File: config.mk
export PLATFORM = sky130hd
export DESIGN_NAME = membership_set_table
export DESIGN_NICKNAME = d
export VERILOG_FILES = /design/src/msc_pkg.sv /design/src/msc_cell.sv /design/src/membership_set_table.sv
export SDC_FILE = /design/constraint.sdc
export NUM_CORES = 1
export LEC_CHECK = 0
export BUFFER_PORTS_ARGS = -buffer_cell sky130_fd_sc_hd__buf_2
export CORE_ASPECT_RATIO = 0.8
export CORE_MARGIN = 2
export CORE_UTILIZATION = 65
export DETAILED_ROUTE_END_ITERATION = 10
export GPL_TIMING_DRIVEN = 0
export PLACE_DENSITY = 0.84
export SYNTH_ARGS = -nofsm -noshare
export SYNTH_HDL_FRONTEND = slang
export SYNTH_HIERARCHICAL = 1
export SYNTH_SLANG_ARGS = --single-unit
File: constraint.sdc
create_clock -name aclk -period 13.61 [get_ports aclk]
set_input_delay 0 -clock aclk [delete_from_list [all_inputs] [get_ports aclk]]
set_output_delay 0 -clock aclk [all_outputs]
set_load 0.01 [all_outputs]
File: src/msc_pkg.sv
package msc_pkg;

    // Default list capacity
    localparam int MSC_CAPACITY = 16;

    // Field widths fixed by the request and result formats
    localparam int ID_W    = 15;
    localparam int SLOT_W  = 4;
    localparam int COUNT_W = 5;
    localparam int S_DATA_W = 24;
    localparam int M_DATA_W = 32;

    typedef enum logic [1:0] {
        MODE_ADD    = 2'd0,
        MODE_REMOVE = 2'd1,
        MODE_QUERY  = 2'd2,
        MODE_READ   = 2'd3
    } mode_t;

    typedef enum logic [2:0] {
        ST_OK      = 3'd0,
        ST_FULL    = 3'd1,
        ST_INVALID = 3'd2,
        ST_DUP     = 3'd3,
        ST_EMPTY   = 3'd4,
        ST_ABSENT  = 3'd5,
        ST_RANGE   = 3'd6
    } status_t;

    // Compare request broadcast to every cell on acceptance
    typedef struct packed {
        logic              load;
        logic              neg;
        logic [ID_W-1:0]   id;
        logic [SLOT_W-1:0] pos;
    } cmp_t;

    // Update broadcast to every cell on commit
    typedef struct packed {
        logic            shift;
        logic            append;
        logic [ID_W-1:0] id;
    } upd_t;

    // Search and read results rippled along the row of cells
    typedef struct packed {
        logic              hit;
        logic [SLOT_W-1:0] slot;
        logic              rsel;
        logic [ID_W-1:0]   rdata;
    } chain_t;

endpackage

File: src/msc_cell.sv
module msc_cell
    import msc_pkg::*;
#(
    parameter int INDEX = 0,
    parameter int CNT_W = 5
) (
    input  logic             aclk,
    input  logic             aresetn,
    input  logic [CNT_W-1:0] count,
    input  cmp_t             cmp,
    input  upd_t             upd,
    input  logic [ID_W-1:0]  nbr_entry,
    output logic [ID_W-1:0]  entry,
    input  chain_t           chain_in,
    output chain_t           chain_out
);

    localparam logic [SLOT_W-1:0] SLOT = SLOT_W'(INDEX);

    logic [ID_W-1:0] entry_reg;
    logic            match_reg;
    logic            sel_reg;
    logic            live;
    logic            at_tail;
    logic            pos_hit;
    logic            hit_incl;

    // Slot occupancy and addressing relative to the current count
    assign live     = 32'(count) > INDEX;
    assign at_tail  = 32'(count) == INDEX;
    assign pos_hit  = 32'(cmp.pos) == INDEX;
    assign hit_incl = chain_in.hit | match_reg;

    // Latch the compare outcome when a request is taken
    always_ff @(posedge aclk) begin
        if (!aresetn) begin
            match_reg <= 1'b0;
            sel_reg   <= 1'b0;
        end else if (cmp.load) begin
            match_reg <= !cmp.neg && live && (entry_reg == cmp.id);
            sel_reg   <= live && pos_hit;
        end
    end

    // Close the gap on remove, take the new member on append
    always_ff @(posedge aclk) begin
        if (upd.shift && hit_incl) begin
            entry_reg <= nbr_entry;
        end else if (upd.append && at_tail) begin
            entry_reg <= upd.id;
        end
    end

    // Pass the search and read results on to the next cell
    always_comb begin
        chain_out.hit   = hit_incl;
        chain_out.slot  = match_reg ? SLOT : chain_in.slot;
        chain_out.rsel  = chain_in.rsel | sel_reg;
        chain_out.rdata = sel_reg ? entry_reg : chain_in.rdata;
    end

    assign entry = entry_reg;

endmodule

File: src/membership_set_table.sv
// Packed membership list of CAPACITY identifiers held in a row of cells, one
// entry per cell. Each request is add, remove, query or read by position and
// gives exactly one result with status, search hit and slot, read value and
// the count after the operation. In the cycle a request is accepted every
// cell compares its entry against the identifier and the read position;
// then, in S_COMMIT once the output register is free, the hit, slot and read
// value ripple down the row of cells, the status is decided, and the cells
// append or shift down. s_tready is low in S_COMMIT, which lasts while the
// previous result still sits unclaimed in the output register. The list
// needs no clearing after reset; slots at or above the count are never read.
module membership_set_table
    import msc_pkg::*;
#(
    parameter int CAPACITY = MSC_CAPACITY
) (
    input  logic                aclk,
    input  logic                aresetn,
    input  logic                s_tvalid,
    output logic                s_tready,
    // [1:0] mode, [17:2] user_id, [21:18] position, [23:22] zero
    input  logic [S_DATA_W-1:0] s_tdata,
    output logic                m_tvalid,
    input  logic                m_tready,
    // [2:0] status, [3] is_member, [7:4] found_position,
    // [22:8] member_read, [27:23] member_count, [31:28] zero
    output logic [M_DATA_W-1:0] m_tdata
);

    localparam int CNT_W = $clog2(CAPACITY + 1);

    typedef enum logic {
        S_IDLE,
        S_COMMIT
    } state_t;

    state_t              state_reg, state_next;
    logic [CNT_W-1:0]    count_reg, count_next;
    mode_t               mode_reg, mode_next;
    logic                neg_reg, neg_next;
    logic [ID_W-1:0]     id_reg, id_next;
    logic                m_tvalid_reg, m_tvalid_next;
    logic [M_DATA_W-1:0] m_tdata_reg, m_tdata_next;

    logic             accept;
    logic             out_free;
    logic             commit;
    logic             found;
    logic             do_add;
    logic             do_remove;
    status_t          status;
    logic [CNT_W-1:0] count_after;
    logic [ID_W-1:0]  readv;
    cmp_t             cmp;
    upd_t             upd;
    chain_t           chain [CAPACITY+1];
    logic [ID_W-1:0]  ent_w [CAPACITY+1];

    assign s_tready = (state_reg == S_IDLE);
    assign accept   = s_tvalid && s_tready;
    assign out_free = !m_tvalid_reg || m_tready;
    assign commit   = (state_reg == S_COMMIT) && out_free;

    // Broadcast the incoming request to the cells
    assign cmp.load = accept;
    assign cmp.neg  = s_tdata[17];
    assign cmp.id   = s_tdata[16:2];
    assign cmp.pos  = s_tdata[21:18];

    assign upd.shift  = commit && do_remove;
    assign upd.append = commit && do_add;
    assign upd.id     = id_reg;

    // Row of cells, results rippling from slot 0 upward
    assign chain[0]        = '0;
    assign ent_w[CAPACITY] = '0;

    for (genvar g = 0; g < CAPACITY; g++) begin : g_cell
        msc_cell #(
            .INDEX (g),
            .CNT_W (CNT_W)
        ) u_cell (
            .aclk      (aclk),
            .aresetn   (aresetn),
            .count     (count_reg),
            .cmp       (cmp),
            .upd       (upd),
            .nbr_entry (ent_w[g+1]),
            .entry     (ent_w[g]),
            .chain_in  (chain[g]),
            .chain_out (chain[g+1])
        );
    end

    // Decide the status and the new count from the rippled results
    always_comb begin
        found       = (mode_reg != MODE_READ) && chain[CAPACITY].hit;
        status      = ST_OK;
        count_after = count_reg;
        do_add      = 1'b0;
        do_remove   = 1'b0;
        readv       = '0;
        unique case (mode_reg)
            MODE_ADD: begin
                if (32'(count_reg) >= CAPACITY) begin
                    status = ST_FULL;
                end else if (neg_reg) begin
                    status = ST_INVALID;
                end else if (found) begin
                    status = ST_DUP;
                end else begin
                    do_add      = 1'b1;
                    count_after = count_reg + CNT_W'(1);
                end
            end
            MODE_REMOVE: begin
                if (count_reg == '0) begin
                    status = ST_EMPTY;
                end else if (neg_reg) begin
                    status = ST_INVALID;
                end else if (!found) begin
                    status = ST_ABSENT;
                end else begin
                    do_remove   = 1'b1;
                    count_after = count_reg - CNT_W'(1);
                end
            end
            MODE_QUERY: begin
                if (neg_reg) begin
                    status = ST_INVALID;
                end else if (!found) begin
                    status = ST_ABSENT;
                end
            end
            MODE_READ: begin
                if (chain[CAPACITY].rsel) begin
                    readv = chain[CAPACITY].rdata;
                end else begin
                    status = ST_RANGE;
                end
            end
            default: begin
                status = ST_OK;
            end
        endcase
    end

    // Next state, request hold and output register
    always_comb begin
        state_next    = state_reg;
        count_next    = count_reg;
        mode_next     = mode_reg;
        neg_next      = neg_reg;
        id_next       = id_reg;
        m_tvalid_next = m_tvalid_reg;
        m_tdata_next  = m_tdata_reg;
        if (m_tvalid_reg && m_tready) begin
            m_tvalid_next = 1'b0;
        end
        unique case (state_reg)
            S_IDLE: begin
                if (accept) begin
                    mode_next  = mode_t'(s_tdata[1:0]);
                    neg_next   = s_tdata[17];
                    id_next    = s_tdata[16:2];
                    state_next = S_COMMIT;
                end
            end
            S_COMMIT: begin
                if (out_free) begin
                    count_next    = count_after;
                    m_tvalid_next = 1'b1;
                    m_tdata_next  = {4'b0, COUNT_W'(count_after), readv,
                                     (found ? chain[CAPACITY].slot : SLOT_W'(0)),
                                     found, status};
                    state_next    = S_IDLE;
                end
            end
            default: begin
                state_next = S_IDLE;
            end
        endcase
    end

    // Hold state and registered outputs
    always_ff @(posedge aclk) begin
        if (!aresetn) begin
            state_reg    <= S_IDLE;
            count_reg    <= '0;
            m_tvalid_reg <= 1'b0;
        end else begin
            state_reg    <= state_next;
            count_reg    <= count_next;
            m_tvalid_reg <= m_tvalid_next;
        end
        mode_reg    <= mode_next;
        neg_reg     <= neg_next;
        id_reg      <= id_next;
        m_tdata_reg <= m_tdata_next;
    end

    assign m_tvalid = m_tvalid_reg;
    assign m_tdata  = m_tdata_reg;

endmodule

Word-level counts from Yosys, hierarchy flattened:

Index checks and enable logic that the tools add are counted.

* magnitude comparators: 17
* bitwise gates (word level): 31
* reductions and logical operators: 110
* mux-type cells: 90
* add/sub/neg operators: 2
* equality and inequality tests: 50

Operators by type and width (number)
* $mux 15: 46
* $eq 15x15->1: 16
* $logic_and 1x1->1: 86
* $eq 5x4->1 const B: 8
* $gt 5x4->1 const B: 8
* $eq 4x4->1 const B: 8
* $mux 4: 8
* $mux 5: 6
* $or 1x1->1: 30
* $reduce_bool 2->1: 15
* $mux 3: 8
* $eq 5x3->1 const B: 4
* $gt 5x3->1 const B: 4
* $eq 4x3->1 const B: 4
* $mux 1: 14
* $pmux 3 s4: 1
* $eq 5x2->1 const B: 2
* $gt 5x1->1 const B: 2
* $gt 5x2->1 const B: 2
* $mux 2: 5
* $pmux 5 s2: 1
* $eq 4x2->1 const B: 2
* $reduce_and 2->1: 3
* $add 5x1->5 const B: 1
* other kinds (14): 16

* logic and storage cells: 357
* register bits: 325

Depth between registers and ports, before layout:

Gate-level depths: netlist (run 1).

* depth in word-level cells: 24
* depth in mapped cells: 39
* gate-level depth less buffers: 22

Cells and area by module:

The synthesis (run 1) kept the hierarchy.

By module, submodules not included
* msc_cell at g_cell[11].u_cell ...: times used 2, cells an instance 89, area each 1189.9 um^2
* membership_set_table: times used 1, cells an instance 175, area each 2337.2 um^2
* msc_cell at g_cell[10].u_cell: times used 1, cells an instance 91, area each 1203.7 um^2
* msc_cell at g_cell[4].u_cell: times used 1, cells an instance 91, area each 1194.9 um^2
* msc_cell at g_cell[2].u_cell: times used 1, cells an instance 89, area each 1193.6 um^2
* msc_cell at g_cell[6].u_cell: times used 1, cells an instance 88, area each 1193.6 um^2
* msc_cell at g_cell[8].u_cell: times used 1, cells an instance 90, area each 1193.6 um^2
* msc_cell at g_cell[5].u_cell: times used 1, cells an instance 89, area each 1192.4 um^2
* msc_cell at g_cell[9].u_cell: times used 1, cells an instance 90, area each 1192.4 um^2
* msc_cell at g_cell[14].u_cell: times used 1, cells an instance 91, area each 1188.6 um^2
* msc_cell at g_cell[0].u_cell: times used 1, cells an instance 91, area each 1187.4 um^2
* msc_cell at g_cell[13].u_cell: times used 1, cells an instance 89, area each 1184.9 um^2
* msc_cell at g_cell[15].u_cell: times used 1, cells an instance 88, area each 1179.9 um^2
* msc_cell at g_cell[3].u_cell: times used 1, cells an instance 90, area each 1179.9 um^2
* 2 more rows

Worst setup path before layout (run 1):

No wires, ideal clock.

* kind: register to register
* start point: register g_cell[0].u_cell.match_reg
* end point: register g_cell[2].u_cell.entry_reg[0] (enable)
* stages on the path, launching flop included: 39
* period minus slack after synthesis: 9344 ps
* slack: 4266 ps
* arrival: 8913 ps
* path buffers: 17
* cells stage by stage: dfxtp_1 -> or2_4 -> buf_4 -> or2_4 -> buf_4 -> or2_4 -> buf_4 -> or2_4 -> buf_4 -> or2_4 -> buf_4 -> or2_4 -> buf_4 -> or2_4 -> buf_4 -> or2_2 -> buf_4 -> or2_4 -> (+3 left out) -> or2_4 -> buf_4 -> or2_4 -> buf_4 -> or2_4 -> buf_4 -> or2_4 -> buf_4 -> or2_4 -> buf_4 -> or2_4 -> buf_4 -> buf_4 -> nor4_4 -> nand2_1 -> nor2_1 -> nand3b_1 -> o41ai_1

RTL lines
* from (decl): RTL line msc_cell.sv:21 `logic match_reg;`
* from (signal assigned): RTL line msc_cell.sv:40 `match_reg <= !cmp.neg && live && (entry_reg == cmp.id);`
* to (signal assigned): RTL line msc_cell.sv:48 `entry_reg <= nbr_entry;`
* to (signal assigned): RTL line msc_cell.sv:50 `entry_reg <= upd.id;`
* to (decl): RTL line msc_cell.sv:20 `logic [ID_W-1:0] entry_reg;`

==> results of run 1 <==
## placed cells by master (no fill, tap or decap), types with 16 or more instances in the layout
cell type / instances
or2_2: 49
and2_1: 23
nand3_1: 22
and2b_2: 28
xnor2_1: 28
buf_4: 31
edfxtp_1: 286
buf_12: 16
nor4_1: 53
nand2b_1: 17
conb_1: 40
clkbuf_16: 39
xor2_1: 213
nand2_1: 38
buf_2: 89
nand4_1: 25
mux2_4: 126
dfxtp_1: 37
mux2_2: 354
## layer usage
metal	routed length [um]	GRT usage, %
met3	8291	12.48
met1	25080	51.32
met2	24630	48.89
met4	1700	10.71
met5	0	0
## timing repair
item                                    4_1_cts  5_1_grt
endpoints found under the setup margin        0        0
hold endpoints to repair                      9        0
buffers inserted                              0        0
hold buffers                                  8        0
## power groups by stage
stage / registers [mW] / clock network, mW / logic (mW)
detailed placement: 1.14 / 0 / 0.229
global route: 1.12 / 1.06 / 0.254
CTS: 1.12 / 1.01 / 0.235
global placement: 1.14 / 0 / 0.223
finish: 1.12 / 1.01 / 0.242
floorplan: 1.13 / 0 / 0.147
## final timing paths
| path | start | to | slack (ns) | cells after the start |
|---|---|---|---|---|
| setup / recovery | g_cell[0].u_cell/match_reg | g_cell[10].u_cell/entry[5] | 4.29 | 39 |
| setup reg to reg | g_cell[0].u_cell/match_reg | g_cell[10].u_cell/entry[5] | 4.29 | 39 |
| hold / removal | s_tdata[20] | g_cell[8].u_cell/sel_reg | 0.03 | 4 |
| hold reg to reg | g_cell[14].u_cell/match_reg | g_cell[14].u_cell/match_reg | 0.52 | 2 |
## logic make-up after synthesis
| group | after synthesis |
|---|---|
| compound gates | 89 |
| mux | 481 |
| simple gates | 381 |
| buf+inv | 88 |
| xor+xnor | 241 |
| other cells | 1 |
| fa+ha+maj | 2 |
| flops | 325 |
## layout make-up
class,count,share of cell area [%]
clock buffer,48,4.379
inverter,12,0.1897
sequential,325,39.47
multi-input combinational,1234,48.01
buffer,76,2.830
clock inverter,16,0.7115
timing repair buffer,77,2.161
tap,427,2.250
## metrics by stage
stage	power [mW]	utilization [%]	instances	hold WS (ns)
3_5_place_dp	1.371	69.28	2143	0.1790
2_1_floorplan	1.277	-	1647	0.09887
6_report	2.381	73.26	2215	0.03480
4_1_cts	2.371	73.25	2215	0.009104
3_3_place_gp	1.365	68.62	2129	0.1808
5_1_grt	2.437	73.26	2215	0.02570
## critical path: cells and delay by family (launching register included)
family / cells / cell delay, ns
AND/OR/NAND/NOR: 22 / 6.27
flip-flops: 1 / 0.38
buffers and inverters: 17 / 2.24
==> impl_metrics.ini, run 1 <==
[global_routing]
overflow = 0
grt_pass1_vias = 14350
grt_max_degree = 52
track_usage_pct = 35.12
antenna_found_initial = 0
grt_pass1_wl_mm = 89.27

[hold_path]
hold_class = input pin to flop

[worst_setup_path]
crit_path_end_kind = flop
critPathRequiredTime_ns = 13.77
crit_path_max_fanout = 16
slowest_stage = nor2_2
startpoint_type = flop
cpMostUsedCell = buf_4
crit_type = flop to flop
cp.arrival_ns = 9.49
cpPeakStageDelay_ns = 0.87

[floorplanning]
start_util_pct = 65.67
die_w_um = 206.3
rows = 59
die_area_sq_um = 34210
die_h_um = 165.8
core-area_sq_um = 32410
design.portCount = 62

[run_status]
status = completed

[sta]
setup_violations = 0
slew_headroom_pct = 3.785
period_needed_ns = 9.322
drv_slew = 0
finalSetupTns_ns = 0
timing.final.ws_setup_ns = 4.288
skew_ns = 0.02469
fmax_mhz = 107.3
rsz0062_at_grt = false
fin_crit_sh_pct = 68.49
tightest_slew_ns = 1.441
hold_viol_final = 0

[clock_network]
cts_buffers = 36
cts_buffer_depth = 3
clock-sinks = 325
ctsResizeCount = 0
tritoncts = done
cts_max_level = 2
clkTransAtPathRegs_ns = 0.06
cts-root-buf = clkbuf_16
clkLatencyLatePin_ns = 0.55

[layout]
multi_input_area_sq_um = 11400
syn_to_final_growth_pct = 11.56
ff_latch_area_sq_um = 9371
largest_reg_flops = 240
fill_cells = 2079
n_antenna_cell = 0
drive_gt1_share_pct = 45.41
nets = 1792
design_area_sq_um = 23740

[synth]
synth_fa_ha_area_share_pct = 0.1176
yosysMostFrequentCell = mux2_2
ys_seq_area_share_pct = 44.02
synth_top_family_by_area = multiplexers
ys_warn_count = 6
yosys.area_share.simple_pct = 11.91
synth_commonest_cells = mux2_2 (354), edfxtp_1 (286), xor2_1 (213)
synth_ff_type = edfxtp_1
netlist_area_sq_um = 21280
synth_seq_cells = 325
synthArstFlopShare_pct = 0
synth_xor_area_share_pct = 9.918
yosysTopAreaCell = edfxtp_1
synth_top_area_share_pct = 40.36
synth_cells = 1608
synth_compound_area_share_pct = 2.981
avgSynthCellArea_sq_um = 13.23
synth_edf_count = 286
post_synth_mux_area_share_pct = 27.67
synthDistinctLibCells = 73
synth_area_leaders = edfxtp_1 (40%), mux2_2 (19%), mux2_4 (8.9%)

[routing]
wl_per_cell_um = 26.95
vias = 14490
ant_nets = 0
dr.pass1.iters = 5
drt_iter0_drc = 2006
post-route-drc-count = 0
vias_per_cell = 6.543
wirelength_mm = 59.70

[flow_run]
drv_cap = 0

[pwr]
p_leak_nw = 9.159
ir_worst_vdd_mv = 0.09022
comb_power_share_pct = 10.2
p_sw_mw = 0.5674
power_density_nw_per_um2 = 100.3
p_int_mw = 1.813
pwr-share-clk_pct = 42.6
seqPwrFrac_pct = 47.2
switching_share_pct = 23.84

[placement]
portBuffers = 55
place.gp.congestion = 0.9939
dp_slack_ns = 4.501
place_hpwl_mm = 39.10
placed_area_sq_um = 22450
No activity file was read; power rests on OpenSTA's default activity.
==> inputs of run 2 (changes only) <==
--- a/config.mk
+++ b/config.mk
@@ -8,10 +8,10 @@
 export BUFFER_PORTS_ARGS = -buffer_cell sky130_fd_sc_hd__buf_2
 export CORE_ASPECT_RATIO = 0.8
 export CORE_MARGIN = 2
-export CORE_UTILIZATION = 65
+export CORE_UTILIZATION = 64
 export DETAILED_ROUTE_END_ITERATION = 10
 export GPL_TIMING_DRIVEN = 0
-export PLACE_DENSITY = 0.84
+export PLACE_DENSITY = 0.83
 export SYNTH_ARGS = -nofsm -noshare
 export SYNTH_HDL_FRONTEND = slang
 export SYNTH_HIERARCHICAL = 1
==> constraint.sdc (replaced) <==
create_clock -name aclk -period 9.5 [get_ports aclk]
set_input_delay 0 -clock aclk [delete_from_list [all_inputs] [get_ports aclk]]
set_output_delay 0 -clock aclk [all_outputs]
set_load 0.01 [all_outputs]
==> run 2 against run 1 <==
Compared with the run above:
- the run now ends with max-capacitance violations, max-slew violations left
- global-route usage down 1.4 points
- setup slack lost 3.9 ns
- count of clock-buffer cells in the layout up 5
- final area down 0.29%
- worst hold slack better by 0.032 ns
- register-to-register slack worse by 3.9 ns
- total power grew 40%
- critical path depth is 1 higher
- maximum frequency is 2.4% higher
- combinational power grew 42%
- largest power group unchanged
- sequential share of layout area rose by 0.11 points
- routed wire length is 0.66% lower
==> impl_metrics.ini, run 2 (synthesis gave the netlist of run 1 again) <==
[global_routing]
grt_max_degree = 52
track_usage_pct = 33.76
antenna_found_initial = 0
grt_pass1_vias = 14140
overflow = 0
grt_pass1_wl_mm = 89.02

[sta]
slew_headroom_pct = -1.068
period_needed_ns = 9.103
hold_viol_final = 0
fmax_mhz = 109.9
setup_violations = 0
rsz0062_at_grt = false
timing.final.ws_setup_ns = 0.3973
finalSetupTns_ns = 0
tightest_slew_ns = 1.514
skew_ns = 0.02333
fin_crit_sh_pct = 95.82
drv_slew = 33

[clock_network]
tritoncts = done
cts_buffer_depth = 3
cts_buffers = 35
postCtsSetupBuffers = 0
clkTransAtPathRegs_ns = 0.06
clkLatencyLatePin_ns = 0.54
cts-root-buf = clkbuf_16
cts_max_level = 2
clock-sinks = 325

[run_status]
status = finished, violations left
failed_checks = max-capacitance violations, max-slew violations

[flow_run]
drv_cap = 1

[floorplanning]
rows = 59
die_h_um = 167.1
core-area_sq_um = 32630
start_util_pct = 65.22
design.portCount = 62
die_area_sq_um = 34740
die_w_um = 207.9

[layout]
design_area_sq_um = 23670
nets = 1791
largest_reg_flops = 240
layout_common_cells = mux2_2 (354), edfxtp_1 (286), xor2_1 (213)
drive_gt1_share_pct = 45.10
n_antenna_cell = 0
fill_cells = 2161
syn_to_final_growth_pct = 11.23
final_common_cell = mux2_2

[worst_setup_path]
startpoint_type = flop
cpMostUsedCell = buf_4
crit_path_end_kind = flop
crit_type = flop to flop
slowest_stage = nor2_1
critPathRequiredTime_ns = 9.68
cpPeakStageDelay_ns = 0.63
crit_path_max_fanout = 15
cp.arrival_ns = 9.29

[routing]
dr.pass1.iters = 5
vias = 14410
post-route-drc-count = 0
vias_per_cell = 6.509
ant_nets = 0
drt_iter0_drc = 1764
wirelength_mm = 59.31
wl_per_cell_um = 26.79

[pwr]
ir_worst_vdd_mv = 0.1147
p_leak_nw = 9.116
power_density_nw_per_um2 = 141.2

[placement]
placed_area_sq_um = 22440
place.gp.congestion = 0.9162
place_hpwl_mm = 39.65
dp_slack_ns = 0.4420
portBuffers = 55

[hold_path]
hold_class = input pin to flop
[run 2: changes by cell type in the layout (fill, tap and decap cells not counted), moves of 2 or more]
cell	delta
clkbuf_1	+4
inv_6	-2
clkbuf_16	-2
clkinv_2	-2
clkbuf_8	+3
[run 2: final timing paths]
kind / start / endpoint / slack (ns) / cells after the start
max: g_cell[0].u_cell/match_reg / g_cell[10].u_cell/entry[5] / 0.40 / 40
min reg2reg: g_cell[14].u_cell/match_reg / g_cell[14].u_cell/match_reg / 0.52 / 2
max reg2reg: g_cell[0].u_cell/match_reg / g_cell[10].u_cell/entry[5] / 0.40 / 40
min: s_tdata[17] / neg_reg / 0.07 / 1
[run 2: layout make-up]
cell class                      count  area, sq um  share of cell area [%]
Clock inverter                     10        98.84                  0.4176
Buffer                             76        671.9                   2.838
Timing Repair Buffer               77        508.0                   2.146
Multi-Input combinational cell   1234        11400                   48.15
Clock buffer                       53         1046                   4.419
Tap cell                          427        534.3                   2.257
Inverter                           12        45.04                  0.1903
Sequential cell                   325         9370                   39.58
[run 2: what timing repair did]
item	4_1_cts	5_1_grt
gates resized for setup	0	1
hold buffers	8	0
setup endpoints to repair	0	15
endpoints found under the hold margin	7	0
[run 2: power by group]
part | total [mW] | internal, mW | switching (mW)
Combinational | 0.343 | 0.170 | 0.172
Sequential | 1.61 | 1.57 | 0.0404
Clock | 1.39 | 0.814 | 0.574
Total | 3.34 | 2.56 | 0.787
[run 2: worst max-delay path, delay by kind of cell (launching register included)]
kind / cells / cell delay [ns]
DFF: 1 / 0.40
buffers and inverters: 18 / 2.52
and+or+nand+nor: 22 / 5.81
[run 2: routing by layer]
layer  GRT usage, %  routed length (um)  vias up
met5              0                   0        -
met4          8.696                1471        0
met3          9.265                7592      116
met2          48.30               24590      916
met1          50.65               25650     7113
li1               -                   -     6266
[run 2: per-stage QoR]
| step | cells | total power, mW | hold WS, ns | utilization, % |
|---|---|---|---|---|
| finish | 2214 | 3.342 | 0.06702 | 72.55 |
| global route | 2214 | 3.407 | 0.03022 | 72.55 |
| CTS | 2214 | 3.330 | 0.02664 | 72.54 |
| detailed placement | 2143 | 1.965 | 0.1784 | 68.78 |
| global placement | 2129 | 1.957 | 0.1800 | 68.15 |
| floorplan | 1647 | 1.830 | 0.09887 | - |
